==> src/tsc_pkg.sv <==
// ----------------------------------------------------------------------------
// tsc_pkg
// Shared types and constants for the three-shunt current sense block.
// ----------------------------------------------------------------------------
package tsc_pkg;

   localparam int ADC_BITS   = 12;
   localparam int ANGLE_BITS = 16;
   localparam int PHASES     = 3;

   localparam int GAIN_W    = 16;
   localparam int GAIN_FRAC = 12;
   localparam int CNT_W     = 16;
   localparam int SUM_W     = ADC_BITS + CNT_W;
   localparam int DIFF_W    = ADC_BITS + 1;
   localparam int PROD_W    = DIFF_W + GAIN_W + 1;
   // |offset - raw| * gain < 2^(ADC_BITS+GAIN_W), so the scaled value fits here
   localparam int LANE_CUR_W = ADC_BITS + GAIN_W - GAIN_FRAC + 1;
   localparam int OUT_W      = 18;
   localparam int MRG_W      = (LANE_CUR_W + 2 > OUT_W + 1) ? LANE_CUR_W + 2 : OUT_W + 1;
   localparam int SKIP_W     = 2;
   localparam int STEP_W     = $clog2(ADC_BITS);

   localparam int CSR_ADDR_W = 3;
   localparam int CSR_DATA_W = 32;

   localparam logic [GAIN_W-1:0] GAIN_RESET  = GAIN_W'(4096);
   localparam logic [CNT_W-1:0]  CAL_RESET   = CNT_W'(384);

   // register index, taken from paddr above the byte offset
   localparam logic REG_GAIN = 1'b0;
   localparam logic REG_CAL  = 1'b1;

   localparam logic [SKIP_W-1:0] SKIP_A = 2'd0;
   localparam logic [SKIP_W-1:0] SKIP_B = 2'd1;
   localparam logic [SKIP_W-1:0] SKIP_C = 2'd2;

   typedef enum logic [2:0] {
      ST_IDLE,
      ST_DIV_LOAD,
      ST_DIV,
      ST_DIV_DONE,
      ST_SCALE
   } state_type;

   typedef struct packed {
      logic acc_en;
      logic div_load;
      logic div_step;
      logic div_done;
      logic mul_en;
   } lane_ctl_type;

endpackage

==> src/tsc_if.sv <==
// ----------------------------------------------------------------------------
// tsc_if
// Request and response channel interfaces (valid/ready).
// ----------------------------------------------------------------------------
interface tsc_req_if import tsc_pkg::*; ();
   logic                  valid;
   logic                  ready;
   logic [ADC_BITS-1:0]   raw_phase_a;
   logic [ADC_BITS-1:0]   raw_phase_b;
   logic [ADC_BITS-1:0]   raw_phase_c;
   logic [ANGLE_BITS-1:0] electrical_angle;

   modport source (output valid, raw_phase_a, raw_phase_b, raw_phase_c,
                   electrical_angle, input ready);
   modport sink   (input valid, raw_phase_a, raw_phase_b, raw_phase_c,
                   electrical_angle, output ready);
endinterface

interface tsc_rsp_if import tsc_pkg::*; ();
   logic                    valid;
   logic                    ready;
   logic signed [OUT_W-1:0] current_a;
   logic signed [OUT_W-1:0] current_b;
   logic signed [OUT_W-1:0] current_c;
   logic [SKIP_W-1:0]       skipped_phase;

   modport source (output valid, current_a, current_b, current_c, skipped_phase,
                   input ready);
   modport sink   (input valid, current_a, current_b, current_c, skipped_phase,
                   output ready);
endinterface

==> src/tsc_lane.sv <==
// ----------------------------------------------------------------------------
// tsc_lane
// One phase: offset accumulation, radix-2 offset divider, gain multiply.
// ----------------------------------------------------------------------------
module tsc_lane import tsc_pkg::*; (
   input  logic                         clock,
   input  logic                         reset,
   input  lane_ctl_type                 ctl,
   input  logic [ADC_BITS-1:0]          raw,
   input  logic [CNT_W-1:0]             divisor,
   input  logic [GAIN_W-1:0]            gain,
   output logic signed [LANE_CUR_W-1:0] cur
);

   logic [SUM_W-1:0]           sum_ff, sum_in;
   logic [CNT_W-1:0]           rem_ff, rem_in;
   logic [ADC_BITS-1:0]        quo_ff, quo_in;
   logic [ADC_BITS-1:0]        offset_ff;
   logic signed [PROD_W-1:0]   prod_ff, prod_in;

   logic [CNT_W:0]             trial;
   logic [CNT_W:0]             trial_sub;
   logic                       trial_ge;
   logic signed [DIFF_W-1:0]   diff;
   logic signed [GAIN_W:0]     gain_s;
   logic                       neg;
   logic [PROD_W-1:0]          mag;
   logic signed [LANE_CUR_W-1:0] quo_mag;

   assign sum_in = sum_ff + SUM_W'(raw);

   // Long division, one quotient bit per step. The quotient fits ADC_BITS
   // since the sum is below divisor * 2^ADC_BITS, so the remainder starts
   // from the upper sum bits.
   assign trial     = {rem_ff, quo_ff[ADC_BITS-1]};
   assign trial_sub = trial - {1'b0, divisor};
   assign trial_ge  = (trial >= {1'b0, divisor});
   assign rem_in    = trial_ge ? trial_sub[CNT_W-1:0] : trial[CNT_W-1:0];
   assign quo_in    = {quo_ff[ADC_BITS-2:0], trial_ge};

   assign diff    = $signed({1'b0, offset_ff}) - $signed({1'b0, raw});
   assign gain_s  = $signed({1'b0, gain});
   assign prod_in = diff * gain_s;

   // truncate toward zero
   assign neg     = prod_ff[PROD_W-1];
   assign mag     = neg ? PROD_W'(-prod_ff) : PROD_W'(prod_ff);
   assign quo_mag = $signed(LANE_CUR_W'(mag >> GAIN_FRAC));
   assign cur     = neg ? -quo_mag : quo_mag;

   always_ff @(posedge clock) begin
      if (reset) begin
         sum_ff <= '0;
      end else if (ctl.acc_en) begin
         sum_ff <= sum_in;
      end
   end

   always_ff @(posedge clock) begin
      if (ctl.div_load) begin
         rem_ff <= sum_ff[SUM_W-1:ADC_BITS];
         quo_ff <= sum_ff[ADC_BITS-1:0];
      end else if (ctl.div_step) begin
         rem_ff <= rem_in;
         quo_ff <= quo_in;
      end
      if (ctl.div_done) begin
         offset_ff <= quo_ff;
      end
      if (ctl.mul_en) begin
         prod_ff <= prod_in;
      end
   end

endmodule

==> src/tsc_merge.sv <==
// ----------------------------------------------------------------------------
// tsc_merge
// Sector decode, rebuild of the skipped phase and output saturation.
// ----------------------------------------------------------------------------
module tsc_merge import tsc_pkg::*; (
   input  logic [ANGLE_BITS-1:0]        angle,
   input  logic signed [LANE_CUR_W-1:0] lane_cur [PHASES],
   output logic signed [OUT_W-1:0]      cur_out  [PHASES],
   output logic [SKIP_W-1:0]            skip_out
);

   localparam int SEXT_W = ANGLE_BITS + 3;
   localparam logic [SEXT_W-1:0] TURN      = SEXT_W'(1) << ANGLE_BITS;
   localparam logic [SEXT_W-1:0] FIVE_TURN = SEXT_W'(5) << ANGLE_BITS;
   localparam logic signed [MRG_W-1:0] SAT_HI = MRG_W'((1 << (OUT_W - 1)) - 1);
   localparam logic signed [MRG_W-1:0] SAT_LO = ~SAT_HI;

   logic [SEXT_W-1:0]        angle_ext;
   logic [SEXT_W-1:0]        six_angle;
   logic signed [MRG_W-1:0]  wide [PHASES];

   assign angle_ext = {3'b000, angle};
   assign six_angle = (angle_ext << 2) + (angle_ext << 1);

   always_comb begin
      if ((six_angle < TURN) || (six_angle > FIVE_TURN)) begin
         skip_out = SKIP_A;
      end else if (!angle[ANGLE_BITS-1]) begin
         skip_out = SKIP_B;
      end else begin
         skip_out = SKIP_C;
      end
   end

   always_comb begin
      for (int k = 0; k < PHASES; k++) begin
         wide[k] = MRG_W'(lane_cur[k]);
      end
      case (skip_out)
         SKIP_A:  wide[0] = -(wide[1] + wide[2]);
         SKIP_B:  wide[1] = -(wide[0] + wide[2]);
         default: wide[2] = -(wide[0] + wide[1]);
      endcase
      for (int k = 0; k < PHASES; k++) begin
         if (wide[k] > SAT_HI) begin
            cur_out[k] = OUT_W'(SAT_HI);
         end else if (wide[k] < SAT_LO) begin
            cur_out[k] = OUT_W'(SAT_LO);
         end else begin
            cur_out[k] = wide[k][OUT_W-1:0];
         end
      end
   end

endmodule

==> src/three_shunt_current_sense.sv <==
// ----------------------------------------------------------------------------
// three_shunt_current_sense
// Three-shunt phase current reconstruction with startup offset calibration.
// ----------------------------------------------------------------------------
// Calibration requests give no response. The request that reaches the sample
// target starts the offset divide, busy through the load, ADC_BITS radix-2
// steps in each phase lane, and the commit.
// Calibrated: a request passes the multiply register, then the output register,
// which loads once the output is free; a new request waits until it loads.
// Synchronous reset restores register defaults, clears sums and count, and
// returns the block to calibration; no clearing pass.
// ----------------------------------------------------------------------------
module three_shunt_current_sense import tsc_pkg::*; (
   input  logic                  clock,
   input  logic                  reset,
   tsc_req_if.sink               req_chan,
   tsc_rsp_if.source             rsp_chan,
   input  logic                  csr_psel,
   input  logic                  csr_penable,
   input  logic                  csr_pwrite,
   input  logic [CSR_ADDR_W-1:0] csr_paddr,
   input  logic [CSR_DATA_W-1:0] csr_pwdata,
   output logic [CSR_DATA_W-1:0] csr_prdata,
   output logic                  csr_pready
);

   // ---------------- configuration registers ----------------
   logic [GAIN_W-1:0] gain_ff;
   logic [CNT_W-1:0]  cal_target_ff;
   logic              csr_wr;
   logic              csr_idx;

   assign csr_pready = 1'b1;
   assign csr_wr     = csr_psel & csr_penable & csr_pwrite & csr_pready;
   // byte address 4*i, so the index sits above the two offset bits
   assign csr_idx    = csr_paddr[2];

   always_ff @(posedge clock) begin
      if (reset) begin
         gain_ff       <= GAIN_RESET;
         cal_target_ff <= CAL_RESET;
      end else if (csr_wr) begin
         case (csr_idx)
            REG_GAIN: gain_ff       <= csr_pwdata[GAIN_W-1:0];
            REG_CAL:  cal_target_ff <= csr_pwdata[CNT_W-1:0];
            default:  ;
         endcase
      end
   end

   always_comb begin
      case (csr_idx)
         REG_GAIN: csr_prdata = CSR_DATA_W'(gain_ff);
         REG_CAL:  csr_prdata = CSR_DATA_W'(cal_target_ff);
         default:  csr_prdata = '0;
      endcase
   end

   // ---------------- sequencer ----------------
   state_type         state_ff, state_in;
   logic              calibrated_ff, calibrated_in;
   logic [CNT_W-1:0]  count_ff, count_in;
   logic [STEP_W-1:0] step_ff, step_in;
   logic              req_acc;
   logic              rsp_acc;
   logic              out_load;
   logic [CNT_W:0]    count_next;
   logic [CNT_W:0]    target_eff;
   logic              cal_last;
   lane_ctl_type      lane_ctl;

   assign req_acc = req_chan.valid & req_chan.ready;
   assign rsp_acc = rsp_chan.valid & rsp_chan.ready;

   // a target of zero behaves as one; a target lowered below the count ends
   // calibration on the next request
   assign count_next = {1'b0, count_ff} + 1'b1;
   assign target_eff = (cal_target_ff == '0) ? (CNT_W + 1)'(1) : {1'b0, cal_target_ff};
   assign cal_last   = (count_next >= target_eff);

   // next state
   always_comb begin
      state_in = state_ff;
      case (state_ff)
         ST_IDLE: begin
            if (req_acc && calibrated_ff) begin
               state_in = ST_SCALE;
            end else if (req_acc && cal_last) begin
               state_in = ST_DIV_LOAD;
            end
         end
         ST_DIV_LOAD: state_in = ST_DIV;
         ST_DIV: begin
            if (step_ff == STEP_W'(ADC_BITS - 1)) begin
               state_in = ST_DIV_DONE;
            end
         end
         ST_DIV_DONE: state_in = ST_IDLE;
         ST_SCALE: begin
            if (out_load) begin
               state_in = ST_IDLE;
            end
         end
         default: state_in = ST_IDLE;
      endcase
   end

   // outputs of the sequencer; ready is high throughout idle, so valid alone
   // marks an accepted request there
   always_comb begin
      req_chan.ready = 1'b0;
      lane_ctl       = '0;
      out_load       = 1'b0;
      case (state_ff)
         ST_IDLE: begin
            req_chan.ready  = 1'b1;
            lane_ctl.acc_en = req_chan.valid & ~calibrated_ff;
            lane_ctl.mul_en = req_chan.valid & calibrated_ff;
         end
         ST_DIV_LOAD: lane_ctl.div_load = 1'b1;
         ST_DIV:      lane_ctl.div_step = 1'b1;
         ST_DIV_DONE: lane_ctl.div_done = 1'b1;
         ST_SCALE:    out_load = ~rsp_chan.valid | rsp_chan.ready;
         default:     ;
      endcase
   end

   always_comb begin
      count_in      = count_ff;
      step_in       = step_ff;
      calibrated_in = calibrated_ff;
      if (lane_ctl.acc_en) begin
         count_in = count_next[CNT_W-1:0];
      end
      if (lane_ctl.div_load) begin
         step_in = '0;
      end else if (lane_ctl.div_step) begin
         step_in = step_ff + 1'b1;
      end
      if (lane_ctl.div_done) begin
         calibrated_in = 1'b1;
      end
   end

   always_ff @(posedge clock) begin
      if (reset) begin
         state_ff      <= ST_IDLE;
         calibrated_ff <= 1'b0;
         count_ff      <= '0;
         step_ff       <= '0;
      end else begin
         state_ff      <= state_in;
         calibrated_ff <= calibrated_in;
         count_ff      <= count_in;
         step_ff       <= step_in;
      end
   end

   // ---------------- phase lanes ----------------
   logic [ADC_BITS-1:0]          lane_raw [PHASES];
   logic signed [LANE_CUR_W-1:0] lane_cur [PHASES];

   assign lane_raw[0] = req_chan.raw_phase_a;
   assign lane_raw[1] = req_chan.raw_phase_b;
   assign lane_raw[2] = req_chan.raw_phase_c;

   for (genvar k = 0; k < PHASES; k++) begin : g_lane
      tsc_lane u_lane (
         .clock   (clock),
         .reset   (reset),
         .ctl     (lane_ctl),
         .raw     (lane_raw[k]),
         .divisor (count_ff),
         .gain    (gain_ff),
         .cur     (lane_cur[k])
      );
   end

   // angle travels beside the lane products
   logic [ANGLE_BITS-1:0] angle_ff;

   always_ff @(posedge clock) begin
      if (lane_ctl.mul_en) begin
         angle_ff <= req_chan.electrical_angle;
      end
   end

   // ---------------- merge and output register ----------------
   logic signed [OUT_W-1:0] mrg_cur [PHASES];
   logic [SKIP_W-1:0]       mrg_skip;

   tsc_merge u_merge (
      .angle    (angle_ff),
      .lane_cur (lane_cur),
      .cur_out  (mrg_cur),
      .skip_out (mrg_skip)
   );

   logic signed [OUT_W-1:0] out_cur_ff [PHASES];
   logic [SKIP_W-1:0]       out_skip_ff;
   logic                    out_valid_ff, out_valid_in;

   always_comb begin
      out_valid_in = out_valid_ff;
      if (out_load) begin
         out_valid_in = 1'b1;
      end else if (rsp_acc) begin
         out_valid_in = 1'b0;
      end
   end

   always_ff @(posedge clock) begin
      if (reset) begin
         out_valid_ff <= 1'b0;
      end else begin
         out_valid_ff <= out_valid_in;
      end
   end

   always_ff @(posedge clock) begin
      if (out_load) begin
         out_cur_ff  <= mrg_cur;
         out_skip_ff <= mrg_skip;
      end
   end

   assign rsp_chan.valid         = out_valid_ff;
   assign rsp_chan.current_a     = out_cur_ff[0];
   assign rsp_chan.current_b     = out_cur_ff[1];
   assign rsp_chan.current_c     = out_cur_ff[2];
   assign rsp_chan.skipped_phase = out_skip_ff;

endmodule

==> src/flat_wrapper.sv <==
// flat-port wrapper written by rule: the top's interface ports become plain ports
module three_shunt_current_sense_flat import tsc_pkg::*;
  (clock, reset, csr_psel, csr_penable, csr_pwrite, csr_paddr, csr_pwdata, csr_prdata, csr_pready, req_chan_valid, req_chan_raw_phase_a, req_chan_raw_phase_b, req_chan_raw_phase_c, req_chan_electrical_angle, req_chan_ready, rsp_chan_valid, rsp_chan_current_a, rsp_chan_current_b, rsp_chan_current_c, rsp_chan_skipped_phase, rsp_chan_ready);
  tsc_req_if req_chan_i ();
  tsc_rsp_if rsp_chan_i ();
  input  logic clock;
  input  logic reset;
  input  logic csr_psel;
  input  logic csr_penable;
  input  logic csr_pwrite;
  input  logic [CSR_ADDR_W-1:0] csr_paddr;
  input  logic [CSR_DATA_W-1:0] csr_pwdata;
  output logic [CSR_DATA_W-1:0] csr_prdata;
  output logic csr_pready;
  input wire logic [$bits(req_chan_i.valid)-1:0] req_chan_valid;
  input wire logic [$bits(req_chan_i.raw_phase_a)-1:0] req_chan_raw_phase_a;
  input wire logic [$bits(req_chan_i.raw_phase_b)-1:0] req_chan_raw_phase_b;
  input wire logic [$bits(req_chan_i.raw_phase_c)-1:0] req_chan_raw_phase_c;
  input wire logic [$bits(req_chan_i.electrical_angle)-1:0] req_chan_electrical_angle;
  output wire logic [$bits(req_chan_i.ready)-1:0] req_chan_ready;
  output wire logic [$bits(rsp_chan_i.valid)-1:0] rsp_chan_valid;
  output wire logic [$bits(rsp_chan_i.current_a)-1:0] rsp_chan_current_a;
  output wire logic [$bits(rsp_chan_i.current_b)-1:0] rsp_chan_current_b;
  output wire logic [$bits(rsp_chan_i.current_c)-1:0] rsp_chan_current_c;
  output wire logic [$bits(rsp_chan_i.skipped_phase)-1:0] rsp_chan_skipped_phase;
  input wire logic [$bits(rsp_chan_i.ready)-1:0] rsp_chan_ready;
  assign req_chan_i.valid = req_chan_valid;
  assign req_chan_i.raw_phase_a = req_chan_raw_phase_a;
  assign req_chan_i.raw_phase_b = req_chan_raw_phase_b;
  assign req_chan_i.raw_phase_c = req_chan_raw_phase_c;
  assign req_chan_i.electrical_angle = req_chan_electrical_angle;
  assign req_chan_ready = req_chan_i.ready;
  assign rsp_chan_valid = rsp_chan_i.valid;
  assign rsp_chan_current_a = rsp_chan_i.current_a;
  assign rsp_chan_current_b = rsp_chan_i.current_b;
  assign rsp_chan_current_c = rsp_chan_i.current_c;
  assign rsp_chan_skipped_phase = rsp_chan_i.skipped_phase;
  assign rsp_chan_i.ready = rsp_chan_ready;
  three_shunt_current_sense u_core (.clock(clock), .reset(reset), .req_chan(req_chan_i), .rsp_chan(rsp_chan_i), .csr_psel(csr_psel), .csr_penable(csr_penable), .csr_pwrite(csr_pwrite), .csr_paddr(csr_paddr), .csr_pwdata(csr_pwdata), .csr_prdata(csr_prdata), .csr_pready(csr_pready));
endmodule
==> config.mk <==
export PLATFORM = sky130hd
export DESIGN_NAME = three_shunt_current_sense_flat
export DESIGN_NICKNAME = d
export VERILOG_FILES = /design/src/tsc_pkg.sv /design/src/tsc_if.sv /design/src/tsc_lane.sv /design/src/tsc_merge.sv /design/src/three_shunt_current_sense.sv /design/src/flat_wrapper.sv
export SDC_FILE = /design/constraint.sdc
export NUM_CORES = 2
export LEC_CHECK = 0
export BUFFER_PORTS_ARGS = -buffer_cell sky130_fd_sc_hd__buf_2
export CORE_UTILIZATION = 45
export DETAILED_ROUTE_END_ITERATION = 7
export PLACE_DENSITY = 0.57
export SETUP_SLACK_MARGIN = 0.15
export SYNTH_ARGS = -nofsm -noshare
export SYNTH_HDL_FRONTEND = slang
export SYNTH_HIERARCHICAL = 1
export SYNTH_SLANG_ARGS = --single-unit
==> constraint.sdc <==
create_clock -name clock -period 25.2 [get_ports clock]
set_clock_uncertainty 0.15 [all_clocks]
set_input_delay 2.52 -clock clock [delete_from_list [all_inputs] [get_ports clock]]
set_output_delay 2.52 -clock clock [all_outputs]
set_load 0.01 [all_outputs]
==> metrics.md <==
| Metric | Value |
|---|---|
| Slowest CP cell | `fa_1` |
| Post-cts sizing count | `0` |
| Worst slack, placed | `between 10,000 and 15,000 ps` |
| GRT Max-Usage Layer | `met2` |
| Syn Std Cell Area | `just over 50,000 um2` |
| Grt met1 use | `30.7%` |
| Final period utilization | `42.3%` |
| Post-CTS setup buffers | `0` |
| Clock Pin Slew Worst Setup and Hold Paths | `about 60 ps` |
| RSZ-0062 raised after global routing | `no` |
| Placed cell count | `6,915` |
| Die area | `about 110,000 um2` |
| Rows | `~120` |
| Clk buf depth | `3` |
| Share of cells above drive strength 1 | `about a tenth` |
| Hold Buf Count CTS | `0` |
| Final total power | `roughly 2.5 mW` |
| Global route overflow | `0` |
| EDFF count, synth | `between 200 and 300` |
| Final Core Density | `49.1%` |
| Placer Congestion | `~0.89` |
| Vias in the first global route | `roughly 38,000` |
| Initial antenna violation count | `0` |
| Req. time, crit path | `around 25,000 ps` |
| CTS tree | `yes` |
| Yosys reg bits | `about 420` |
| CP peak stage delay | `570 ps` |
| Placed cell area | `~53,000 um2` |
| Initial detailed-routing violation count | `about 1,700` |
| Vias per std cell | `between 5 and 6` |
| H-tree depth | `2` |
| First-pass iteration count of the detailed router | `5` |
| # setup viols final | `0` |
| Final nets | `about 6,600` |
| GR Layer Usage met2 | `~37%` |
| Die Width | `337 um` |
| Max-Cap Viols | `0` |
| Starting Density | `45.5%` |
| P per Cell Area | `~45 nW/um2` |
| Port Buffer Count | `149` |
| Top cell by count, worst path | `fa_1` |
| CTS root buffer | `clkbuf_16` |
| Crit Path Max Fanout | `18` |
| Syn_area_per_cell | `between 9 and 10 um2` |
| Maximum vdd drop | `approximately 0.046 mV` |
| Synthesis warning total | `6` |
| Outcome | `finished clean` |
| Final worst slack | `14,540 ps` |
| Final Critical Period | `about 11,000 ps` |
| Final WL | `roughly 120,000 um` |
| Antenna viol nets, final | `0` |
| WS Path Type | `in2reg` |
| Crit end category | `flip-flop` |
| Clk sinks | `423` |
| Critical Path AT | `around 11,000 ps` |
| Via count | `~38,000` |
| DRC | `0` |
| Register area share after synthesis | `between 20% and 30%` |
| Slew @ Worst Pin | `1270 ps` |
| ANT cells | `0` |
| Leakage | `24.3 nW` |
| All-layer global routing usage | `around 22%` |
| Most common cell after layout, fill and taps aside | `inv_1` |
| Num CTS Buffers | `52` |
| Post-route insts no fill | `around 7,000` |
| Setup TNS | `0 ps` |
| Finished Cell Area | `around 54,000 um2` |
| Max-slew violations | `0` |
| Met3 Usage GRT | `under 10%` |
| Synth unique cells | `between 100 and 150` |
| Pin count of the biggest net entering global routing | `75` |
| Worst hold path type | `reg2reg` |
| Die Ht | `roughly 340 um` |
| Most used DFF post-synth | `edfxtp_1` |
| Clk_lat worst skew | `680 ps` |
| Max Freq | `between 90 and 100 MHz` |
| Io pins | `approximately 190` |
| Relative slew slack | `between 15 and 20%` |
| Core area | `111,000 um2` |
| FFs w/ async S/R, synth | `0%` |
| Final Hold Viols | `0` |
| WL/cell | `17.8 um` |
| P&R area growth vs syn | `7.89%` |
| First-pass GRT wire length | `roughly 200,000 um` |
| Setup slack, reg-to-reg | `about 16,000 ps` |
| Post-DP HPWL | `between 90,000 and 100,000 um` |
| Most frequent cells in the layout | `inv_1, nand2_1, ha_1` |
| Post-Syn Instances | `around 5,400` |
| Hold_ws | `295 ps` |
| Startpoint Class | `primary input` |
==> area by class of cell <==
| cell class | count | area (um2) |
|---|---|---|
| clock buffers | 63 | 1390 |
| well taps | 1488 | 1860 |
| fillers | 10552 | 56400 |
| inverters | 691 | 2590 |
| flip-flops and latches | 423 | 11300 |
| repair buffers | 205 | 1170 |
| multi-input cells | 4108 | 35700 |
| clock inverters | 35 | 354 |
==> state kept, by name, indices dropped and copies added, names as in the netlist, 2 cells and up <==
| name | flops |
|---|---|
| u_core/angle_ff | 16 |
| u_core/cal_target_ff | 16 |
| u_core/count_ff | 16 |
| u_core/g_lane.u_lane/offset_ff | 36 |
| u_core/g_lane.u_lane/prod_ff | 90 |
| u_core/g_lane.u_lane/quo_ff | 36 |
| u_core/g_lane.u_lane/rem_ff | 48 |
| u_core/g_lane.u_lane/sum_ff | 84 |
| u_core/gain_ff | 16 |
| u_core/rsp_chan.current_a | 18 |
| u_core/rsp_chan.current_b | 18 |
| u_core/rsp_chan.current_c | 18 |
| u_core/rsp_chan.skipped_phase | 2 |
| u_core/state_ff | 3 |
| u_core/step_ff | 4 |
==> power breakdown <==
group	switching (mW)	internal, mW
registers	0.0128	0.777
clock network	0.322	0.440
logic	0.523	0.379
==> cell usage after synthesis, types with 36 or more instances <==
master / number / area share, %
clkbuf_1: 150 / 1.1
mux2i_1: 63 / 1.3
edfxtp_1: 282 / 17
mux2_2: 100 / 2.2
or2_2: 40 / 0.50
nand2b_1: 96 / 1.2
inv_1: 686 / 5.1
a21o_1: 74 / 1.1
nor2b_1: 96 / 1.2
xnor2_1: 201 / 3.5
or3_1: 36 / 0.45
dfxtp_1: 141 / 5.6
and3_1: 47 / 0.58
a21oi_1: 257 / 2.6
nor2_1: 291 / 2.2
xor2_1: 118 / 2.1
nand3_1: 78 / 0.77
nand2_1: 631 / 4.7
nor3_1: 99 / 0.98
o21ai_0: 133 / 1.3
nand4_1: 43 / 0.53
and2_1: 137 / 1.7
ha_1: 553 / 14
fa_1: 475 / 19
==> cells by family (layout without fill, tap and decap cells) <==
family / after synthesis / count (layout) / synth area share [%]
AOI/OAI and AO/OA: 822 / 822 / 11.0
muxes: 180 / 180 / 3.92
adders and majority gates: 1041 / 1041 / 32.9
DFF: 423 / 423 / 22.4
and+or+nand+nor: 1729 / 1729 / 17.2
xor gates and xnor gates: 319 / 319 / 5.54
other: 2 / 17 / 0.0149
buffers and inverters: 901 / 994 / 7.07
==> worst paths after layout <==
path	from	end	cells past startpoint
max	req_chan_raw_phase_b[2]	u_core/g_lane[1].u_lane/prod_ff[29]	31
max reg2reg	u_core/g_lane[1].u_lane/offset_ff[0]	u_core/g_lane[1].u_lane/prod_ff[29]	31
min reg2reg	u_core/g_lane[1].u_lane/quo_ff[9]	u_core/g_lane[1].u_lane/offset_ff[9]	0
min	u_core/g_lane[1].u_lane/quo_ff[9]	u_core/g_lane[1].u_lane/offset_ff[9]	0
==> worst max-delay path, delay by kind of cell <==
kind                     cells  cell delay [ps]
buffers and inverters        5              330
XOR/XNOR                     1               80
AO/OA/AOI/OAI               13             3180
adder cells (fa/ha/maj)      8             3890
AND/OR/NAND/NOR              4              920
==> routing by layer <==
layer  wire [um]  vias up
met3        4800      143
met1       58900    18576
met2       58000      701
li1            -    18421
met4        2800        0
met5           0        -
Power figures use the tool's default switching activity.
